File: src/tstr_pkg.sv
// Package: types, field widths and codes of the touch swipe and tap recognizer.
package tstr_pkg;

  localparam int COORD_BITS = 11;
  localparam int DIM_BITS   = 11;
  localparam int STEP_BITS  = 8;
  localparam int TICK_BITS  = 16;
  localparam int TIME_BITS  = 32;
  localparam int PROD_BITS  = COORD_BITS + STEP_BITS;
  localparam int CNT_BITS   = $clog2(STEP_BITS);

  localparam int MOVE_LIMIT = 20;
  localparam int TAP_MIN_MS = 50;

  // Gesture direction codes.
  localparam logic [2:0] DIR_STAY    = 3'd0;
  localparam logic [2:0] DIR_REQUEST = 3'd1;
  localparam logic [2:0] DIR_LEFT    = 3'd2;
  localparam logic [2:0] DIR_RIGHT   = 3'd3;
  localparam logic [2:0] DIR_UP      = 3'd4;
  localparam logic [2:0] DIR_DOWN    = 3'd5;

  // Display mode codes.
  localparam logic [1:0] MODE_PLAYER   = 2'd0;
  localparam logic [1:0] MODE_VOLUME   = 2'd1;
  localparam logic [1:0] MODE_STATIONS = 2'd2;

  // Mode request codes.
  localparam logic [1:0] REQ_NONE     = 2'd0;
  localparam logic [1:0] REQ_VOLUME   = 2'd1;
  localparam logic [1:0] REQ_STATIONS = 2'd2;
  localparam logic [1:0] REQ_PLAYER   = 2'd3;

  // Step event codes.
  localparam logic [1:0] STEP_NONE = 2'd0;
  localparam logic [1:0] STEP_DEC  = 2'd1;
  localparam logic [1:0] STEP_INC  = 2'd2;

  // Configuration register indexes.
  localparam logic [2:0] CFG_SCREEN_WIDTH  = 3'd0;
  localparam logic [2:0] CFG_SCREEN_HEIGHT = 3'd1;
  localparam logic [2:0] CFG_SWIPE_STEPS   = 3'd2;
  localparam logic [2:0] CFG_PRESS_TICKS   = 3'd3;
  localparam logic [2:0] CFG_DIM_ENABLE    = 3'd4;

  typedef struct packed {
    logic                  touched;
    logic [COORD_BITS-1:0] pos_x;
    logic [COORD_BITS-1:0] pos_y;
    logic [TIME_BITS-1:0]  now_ms;
    logic [1:0]            display_mode;
    logic                  bl_dimmed;
    logic                  bl_fading;
    logic                  bl_just_woke;
  } poll_t;

  typedef struct packed {
    logic [1:0] mode_request;
    logic [1:0] step_event;
    logic       click;
    logic       wake;
    logic       activity;
  } result_t;

  // Request to the serial length unit.
  typedef struct packed {
    logic                  start;
    logic [COORD_BITS-1:0] span;
    logic [STEP_BITS-1:0]  steps;
    logic [DIM_BITS-1:0]   divisor;
  } mul_req_t;

  // Status of the serial length unit; ge is valid while done is high.
  typedef struct packed {
    logic done;
    logic ge;
  } mul_sta_t;

endpackage

File: src/tstr_mul.sv
// Bit-serial shift-add multiplier that tests span * steps >= 2 * divisor.
module tstr_mul
  import tstr_pkg::*;
(
  input  logic     clk,
  input  logic     rst,
  input  mul_req_t req,
  output mul_sta_t sta
);

  logic                 busy;
  logic                 done;
  logic [CNT_BITS-1:0]  cnt;
  logic [PROD_BITS-1:0] acc;
  logic [PROD_BITS-1:0] mcand;
  logic [STEP_BITS-1:0] mplier;
  logic [DIM_BITS-1:0]  divisor;

  always_ff @(posedge clk) begin
    if (rst) begin
      busy <= 1'b0;
      done <= 1'b0;
      cnt  <= '0;
    end else if (req.start) begin
      busy <= 1'b1;
      done <= 1'b0;
      cnt  <= CNT_BITS'(STEP_BITS - 1);
    end else if (busy) begin
      cnt <= cnt - 1'b1;
      if (cnt == '0) begin
        busy <= 1'b0;
        done <= 1'b1;
      end
    end else begin
      done <= 1'b0;
    end
  end

  // One multiplier bit is consumed per cycle, least significant first.
  always_ff @(posedge clk) begin
    if (req.start) begin
      acc     <= '0;
      mcand   <= PROD_BITS'(req.span);
      mplier  <= req.steps;
      divisor <= req.divisor;
    end else if (busy) begin
      if (mplier[0]) begin
        acc <= acc + mcand;
      end
      mcand  <= {mcand[PROD_BITS-2:0], 1'b0};
      mplier <= {1'b0, mplier[STEP_BITS-1:1]};
    end
  end

  assign sta.done = done;
  assign sta.ge   = acc >= PROD_BITS'({divisor, 1'b0});

endmodule

File: src/touch_swipe_tap_recognizer.sv
// Touch swipe and tap recognizer: one result per touch poll.
// Each accepted poll passes through a start state, the bit-serial swipe length multiplier
// (one steps bit a cycle) and a commit state, which waits for the output register to free.
// A new poll is accepted only in the idle state, after the previous one has committed.
// A waiting result sits in the output register while the next poll is accepted.
// Synchronous reset restores the register defaults and the gesture state.
module touch_swipe_tap_recognizer
  import tstr_pkg::*;
(
  input  logic                 clk,
  input  logic                 rst,
  input  logic                 poll_valid,
  output logic                 poll_ready,
  input  poll_t                poll,
  output logic                 result_valid,
  input  logic                 result_ready,
  output result_t              result,
  input  logic                 cfg_valid,
  output logic                 cfg_ready,
  input  logic [2:0]           cfg_index,
  input  logic [TICK_BITS-1:0] cfg_data
);

  localparam logic [1:0] S_IDLE   = 2'd0;
  localparam logic [1:0] S_START  = 2'd1;
  localparam logic [1:0] S_MUL    = 2'd2;
  localparam logic [1:0] S_COMMIT = 2'd3;

  logic [1:0] state;

  logic [DIM_BITS-1:0]  screen_width;
  logic [DIM_BITS-1:0]  screen_height;
  logic [STEP_BITS-1:0] swipe_steps;
  logic [TICK_BITS-1:0] press_ticks;
  logic                 dim_enable;

  logic                  was_touched;
  logic [2:0]            gesture_dir;
  logic [COORD_BITS-1:0] start_x;
  logic [COORD_BITS-1:0] start_y;
  logic [COORD_BITS-1:0] volume_anchor;
  logic [COORD_BITS-1:0] station_anchor;
  logic [TIME_BITS-1:0]  press_start;

  logic                  was_touched_next;
  logic [2:0]            gesture_dir_next;
  logic [COORD_BITS-1:0] start_x_next;
  logic [COORD_BITS-1:0] start_y_next;
  logic [COORD_BITS-1:0] volume_anchor_next;
  logic [COORD_BITS-1:0] station_anchor_next;
  logic [TIME_BITS-1:0]  press_start_next;
  result_t               result_next;

  poll_t    item;
  logic     swipe_ge;
  mul_req_t mreq;
  mul_sta_t msta;

  assign cfg_ready  = 1'b1;
  assign poll_ready = (state == S_IDLE);

  always_ff @(posedge clk) begin
    if (rst) begin
      screen_width  <= DIM_BITS'(320);
      screen_height <= DIM_BITS'(240);
      swipe_steps   <= STEP_BITS'(40);
      press_ticks   <= TICK_BITS'(500);
      dim_enable    <= 1'b0;
    end else if (cfg_valid) begin
      unique case (cfg_index)
        CFG_SCREEN_WIDTH:  screen_width  <= cfg_data[DIM_BITS-1:0];
        CFG_SCREEN_HEIGHT: screen_height <= cfg_data[DIM_BITS-1:0];
        CFG_SWIPE_STEPS:   swipe_steps   <= cfg_data[STEP_BITS-1:0];
        CFG_PRESS_TICKS:   press_ticks   <= cfg_data;
        CFG_DIM_ENABLE:    dim_enable    <= cfg_data[0];
        default: ;
      endcase
    end
  end

  // Classification of the held sample against the start point.
  logic signed [COORD_BITS:0] dx;
  logic signed [COORD_BITS:0] dy;
  logic [COORD_BITS-1:0]      adx;
  logic [COORD_BITS-1:0]      ady;
  logic [2:0]                 cls;
  logic                       horiz;
  logic                       vert;

  always_comb begin
    dx  = $signed({1'b0, item.pos_x}) - $signed({1'b0, start_x});
    dy  = $signed({1'b0, item.pos_y}) - $signed({1'b0, start_y});
    adx = dx[COORD_BITS] ? COORD_BITS'(-dx) : dx[COORD_BITS-1:0];
    ady = dy[COORD_BITS] ? COORD_BITS'(-dy) : dy[COORD_BITS-1:0];
    if (adx > COORD_BITS'(MOVE_LIMIT) || ady > COORD_BITS'(MOVE_LIMIT)) begin
      if (adx > ady) begin
        cls = (!dx[COORD_BITS] && dx != '0) ? DIR_RIGHT : DIR_LEFT;
      end else begin
        cls = (!dy[COORD_BITS] && dy != '0) ? DIR_DOWN : DIR_UP;
      end
    end else begin
      cls = DIR_REQUEST;
    end
    horiz = (cls == DIR_LEFT) || (cls == DIR_RIGHT);
    vert  = (cls == DIR_UP) || (cls == DIR_DOWN);
  end

  // Operands of the length test for whichever axis the swipe runs along.
  logic [COORD_BITS-1:0] anchor_sel;
  logic [COORD_BITS-1:0] pos_sel;

  always_comb begin
    anchor_sel   = horiz ? volume_anchor : station_anchor;
    pos_sel      = horiz ? item.pos_x : item.pos_y;
    mreq.start   = (state == S_START);
    mreq.span    = (anchor_sel > pos_sel) ? anchor_sel - pos_sel : pos_sel - anchor_sel;
    mreq.steps   = swipe_steps;
    mreq.divisor = horiz ? screen_width : screen_height;
  end

  tstr_mul u_mul (
    .clk (clk),
    .rst (rst),
    .req (mreq),
    .sta (msta)
  );

  logic [TIME_BITS-1:0] held;
  logic                 keep;

  always_comb begin
    was_touched_next    = was_touched;
    gesture_dir_next    = gesture_dir;
    start_x_next        = start_x;
    start_y_next        = start_y;
    volume_anchor_next  = volume_anchor;
    station_anchor_next = station_anchor;
    press_start_next    = press_start;
    result_next         = '0;
    keep                = 1'b0;
    held                = item.now_ms - press_start;

    if (item.touched) begin
      if (!was_touched) begin
        start_x_next        = item.pos_x;
        start_y_next        = item.pos_y;
        volume_anchor_next  = item.pos_x;
        station_anchor_next = item.pos_y;
        gesture_dir_next    = DIR_REQUEST;
        press_start_next    = item.now_ms;
      end else begin
        gesture_dir_next = cls;
        if (horiz) begin
          press_start_next = item.now_ms;
          if (item.display_mode == MODE_PLAYER || item.display_mode == MODE_VOLUME) begin
            result_next.mode_request = REQ_VOLUME;
            if (swipe_ge) begin
              result_next.step_event = (volume_anchor < item.pos_x) ? STEP_INC : STEP_DEC;
              volume_anchor_next     = item.pos_x;
            end
          end
        end else if (vert) begin
          press_start_next = item.now_ms;
          if (item.display_mode == MODE_PLAYER || item.display_mode == MODE_STATIONS) begin
            result_next.mode_request = REQ_STATIONS;
            if (swipe_ge) begin
              result_next.step_event = (station_anchor < item.pos_y) ? STEP_INC : STEP_DEC;
              station_anchor_next    = item.pos_y;
            end
          end
        end
      end
      was_touched_next = 1'b1;
    end else begin
      if (was_touched) begin
        if (gesture_dir == DIR_REQUEST) begin
          if (held < TIME_BITS'({press_ticks, 1'b0})) begin
            if (held > TIME_BITS'(TAP_MIN_MS)) begin
              priority if (dim_enable && (item.bl_dimmed || item.bl_fading)) begin
                press_start_next = item.now_ms;
                result_next.wake = 1'b1;
                keep             = 1'b1;
              end else if (dim_enable && item.bl_just_woke) begin
                result_next.activity = 1'b1;
                keep                 = 1'b1;
              end else begin
                result_next.activity = dim_enable;
                result_next.click    = 1'b1;
              end
            end
          end else begin
            result_next.mode_request =
              (item.display_mode == MODE_PLAYER) ? REQ_STATIONS : REQ_PLAYER;
          end
        end
        if (!keep) begin
          gesture_dir_next = DIR_STAY;
        end
      end
      if (!keep) begin
        was_touched_next = 1'b0;
      end
    end
  end

  logic commit;
  assign commit = (state == S_COMMIT) && (!result_valid || result_ready);

  always_ff @(posedge clk) begin
    if (rst) begin
      state          <= S_IDLE;
      result_valid   <= 1'b0;
      was_touched    <= 1'b1;
      gesture_dir    <= DIR_STAY;
      start_x        <= '0;
      start_y        <= '0;
      volume_anchor  <= '0;
      station_anchor <= '0;
      press_start    <= '0;
    end else begin
      // A commit in the same cycle keeps result_valid high with the new result.
      if (result_valid && result_ready && !commit) begin
        result_valid <= 1'b0;
      end
      unique case (state)
        S_IDLE: begin
          if (poll_valid) begin
            state <= S_START;
          end
        end
        S_START: begin
          state <= S_MUL;
        end
        S_MUL: begin
          if (msta.done) begin
            state <= S_COMMIT;
          end
        end
        S_COMMIT: begin
          if (commit) begin
            state          <= S_IDLE;
            result_valid   <= 1'b1;
            was_touched    <= was_touched_next;
            gesture_dir    <= gesture_dir_next;
            start_x        <= start_x_next;
            start_y        <= start_y_next;
            volume_anchor  <= volume_anchor_next;
            station_anchor <= station_anchor_next;
            press_start    <= press_start_next;
          end
        end
        default: state <= S_IDLE;
      endcase
    end
  end

  always_ff @(posedge clk) begin
    if (poll_valid && poll_ready) begin
      item <= poll;
    end
    if (state == S_MUL && msta.done) begin
      swipe_ge <= msta.ge;
    end
    if (commit) begin
      result <= result_next;
    end
  end

endmodule

File: config.mk
export PLATFORM = sky130hd
export DESIGN_NAME = touch_swipe_tap_recognizer
export DESIGN_NICKNAME = d
export VERILOG_FILES = /design/src/tstr_pkg.sv /design/src/tstr_mul.sv /design/src/touch_swipe_tap_recognizer.sv
export SDC_FILE = /design/constraint.sdc
export NUM_CORES = 1
export LEC_CHECK = 0
export ABC_AREA = 1
export BUFFER_PORTS_ARGS = -buffer_cell sky130_fd_sc_hd__buf_2
export CORE_ASPECT_RATIO = 0.8
export CORE_MARGIN = 10
export CORE_UTILIZATION = 60
export CTS_CLUSTER_SIZE = 30
export DETAILED_ROUTE_END_ITERATION = 16
export PLACE_DENSITY = 0.78
export RECOVER_POWER = 25
export SLEW_MARGIN = 20
export SYNTH_ARGS = -nofsm -noshare
export SYNTH_HDL_FRONTEND = slang
export SYNTH_SLANG_ARGS = --single-unit
File: constraint.sdc
create_clock -name clk -period 6.7 [get_ports clk]
set_input_delay 1.34 -clock clk [delete_from_list [all_inputs] [get_ports clk]]
set_output_delay 1.34 -clock clk [all_outputs]
set_load 0.01 [all_outputs]
==> results.json <==
{
  "syn_avg_cell_area_um2": 6.950,
  "cp-end-kind": "register",
  "maxSlewViolCount": 61,
  "critPathKind": "reg2reg",
  "hp-class": "reg2reg",
  "grt_max_degree": 63,
  "postPlaceCellArea_mm2": 0.01837,
  "crit_fanout": 13,
  "grt_pass1_wl_mm": 76.22,
  "fillCellCount": 2551,
  "seqPwrFrac_pct": 22.9,
  "critPathLaunchType": "register",
  "netlist_area_mm2": 0.01760,
  "antenna_found_initial": 0,
  "fin_crit_sh_pct": 92.06,
  "clk_pin_slew_worst_paths_ns": 0.07,
  "num_vias": 16170,
  "slowest_delay_ns": 0.56,
  "crit_path_frequent_cell": "nand2_1",
  "yosys_most_used_dff": "dfxtp_1",
  "setup_ws_ns": 0.5321,
  "worst_pin_slew_ns": 3.597,
  "cts_root_buf": "clkbuf_16",
  "drtIter0Drc": 1470,
  "skew_ns": 0.03434,
  "start_util_pct": 61.62,
  "clk-insertion-delay-late_ns": 0.59,
  "pwr-share-clk_pct": 16.1,
  "synth_fp_nets": 2777,
  "ys_seq_area_share_pct": 35.15,
  "power.density_mw_per_mm2": 501.5,
  "core_area_mm2": 0.02856,
  "synth_warnings": 0,
  "cts_buffers": 27,
  "status": "finished, violations left",
  "fp-row-count": 55,
  "cp_slowest_cell": "fa_1",
  "hold_violations": 0,
  "port_buffers": 92,
  "die_x_um": 211.5,
  "grt_use_total_pct": 25.10,
  "area_growth_pct": 10.21,
  "intPower_w": 0.005067,
  "timing.setup.tns_ns": 0,
  "swShare_pct": 47.90,
  "cts_buffer_depth": 3,
  "wl_mm": 46.83,
  "cts.sinks": 260,
  "dpl.hpwl_mm": 36.80,
  "timing.final.crit_period_ns": 6.168,
  "avgViaCountPerCell": 5.387,
  "power_leakage_nw": 9.852,
  "grt_pass1_vias": 15140,
  "slew_headroom_pct": -139.8,
  "max_freq_ghz": 0.1621,
  "globalplace.congestion": 0.9482,
  "finalNetCount": 2856,
  "r2r_slack_ns": 0.53,
  "netlist_instances": 2532,
  "critical_path_arrival_ns": 6.51,
  "floorplan.die_area_mm2": 0.03662,
  "ys_ff_latch": 260,
  "drv_cap": 1,
  "setup_viol": 0,
  "drive_gt1_share_pct": 8.511,
  "synth.distinct_cells": 53,
  "cts_tree": "done",
  "combPwrFrac_pct": 61.0,
  "ant_nets": 0,
  "synth_edf_count": 98,
  "die_h_um": 173.2,
  "h-tree-depth": 1,
  "rsz0062_at_grt": "false",
  "ctsHoldBuffers": 0,
  "p_total_w": 0.009726,
  "wl_per_cell_um": 15.60,
  "peakVddDrop_uv": 395.4,
  "drc": 0,
  "pin_count": 94,
  "dr.pass1.iters": 5,
  "pre_cts_ws_ns": 0.05417,
  "overflow": 0,
  "finalInstanceArea_mm2": 0.01939,
  "antenna_cells": 0,
  "violations": "max-capacitance violations, max-slew violations",
  "switching_power_w": 0.004659,
  "synth_async_sr_flop_share_pct": 0,
  "required_ns": 7.04
}
[metrics by stage]
stage	instances	hold slack, ns	utilization [%]
5_1_grt	3002	0.4775	67.91
4_1_cts	3000	0.4535	67.53
3_5_place_dp	2950	0.4445	64.32
2_1_floorplan	2532	0.4224	-
6_report	3002	0.4530	67.91
3_3_place_gp	2950	0.4398	64.32
[layout by cell type, fill, tap and decap left out, types with 15 or more instances in the layout]
cell	instances
a21oi_1	159
buf_2	88
buf_4	15
clkbuf_16	27
dfxtp_1	162
edfxtp_1	98
ha_1	148
inv_1	405
nand2_1	684
nand3_1	142
nand4_1	33
nor2_1	272
nor3_1	21
o21ai_0	128
o21ai_2	16
xor2_1	33
[power by group through the flow]
stage	sequential (W)	clock, W	combinational [W]
finish	0.00223	0.00156	0.00593
global route	0.00226	0.00165	0.00668
CTS	0.00222	0.00158	0.00554
detailed placement	0.00225	0	0.00550
global placement	0.00224	0	0.00547
floorplan	0.00217	0	0.00414
[final timing paths]
path | from | to | cells past startpoint
max reg2reg | item[48] | u_mul.mcand[9] | 41
min reg2reg | u_mul.cnt[0] | u_mul.cnt[0] | 1
min | u_mul.cnt[0] | u_mul.cnt[0] | 1
max | item[48] | u_mul.mcand[9] | 41
[metal layers]
layer / track usage (%) / vias up / wire (µm)
met5: 0 / - / 0
met4: 5.325 / 0 / 861
met3: 5.096 / 57 / 3704
met2: 37.96 / 477 / 20140
met1: 36.01 / 7374 / 22120
li1: - / 8265 / -
[cells in the mapped netlist, types with 5 or more instances]
cell / n / area (µm²)
xor2_1: 33 / 289.0
xnor2_1: 8 / 70.07
o31ai_1: 6 / 45.04
nor2_2: 8 / 50.05
a21o_1: 5 / 37.54
edfxtp_1: 98 / 2943
o21ai_0: 133 / 665.6
inv_1: 408 / 1531
nand2_1: 685 / 2571
o21ai_1: 11 / 55.05
o22ai_1: 8 / 50.05
buf_2: 15 / 75.07
nand3_1: 142 / 710.7
o21ai_2: 12 / 105.1
nor3_1: 21 / 105.1
buf_1: 6 / 22.52
o211ai_1: 9 / 67.56
fa_1: 6 / 120.1
ha_1: 155 / 1939
nor2_1: 273 / 1025
o21bai_1: 7 / 52.55
inv_2: 6 / 22.52
clkbuf_1: 34 / 127.6
nand3b_1: 12 / 90.09
or2_2: 7 / 43.79
dfxtp_1: 162 / 3243
nand2_2: 8 / 50.05
nor4_1: 5 / 31.28
a21oi_1: 163 / 815.8
nand4_1: 33 / 206.5
[flip-flops by register name, indices dropped and copies added (netlist names), 16 cells and up]
name,cells
u_mul.acc,19
item,60
press_ticks,16
u_mul.mcand,19
press_start,32
[timing repair]
item                                    in CTS  in global routing
setup buffers                                0                  1
endpoints found under the setup margin       0                 10
gates resized for setup                      0                 30
[worst max-delay path: cells and delay by family, from the launching register on]
kind | cells | cell delay, ns
simple gates | 18 | 1.79
fa+ha+maj | 5 | 1.51
compound gates | 9 | 1.28
buf+inv | 7 | 0.68
flops | 1 | 0.34
mux | 1 | 0.23
xor+xnor | 1 | 0.09
[cell families (layout without fill, tap and decap cells)]
group / Yosys count / after routing / share of synthesized area [%]
buffers and inverters: 479 / 578 / 10.53
xor gates and xnor gates: 43 / 43 / 2.225
AOI/OAI and AO/OA: 373 / 373 / 11.60
and+or+nand+nor: 1214 / 1215 / 28.71
DFF: 260 / 260 / 35.15
adders and majority gates: 161 / 161 / 11.70
other: 1 / 1 / 0.02131
muxes: 1 / 1 / 0.05688
[cell type report]
cell class | count | area [µm²] | area share [%]
multi-input combinational | 1794 | 9666 | 49.84
sequential | 260 | 6186 | 31.89
inverter | 418 | 1572 | 8.103
clock buffer | 34 | 721.9 | 3.722
timing repair buffer | 110 | 594.3 | 3.064
tap | 370 | 462.9 | 2.387
clock inverter | 16 | 192.7 | 0.9935
(Power assumes the default switching activity.)
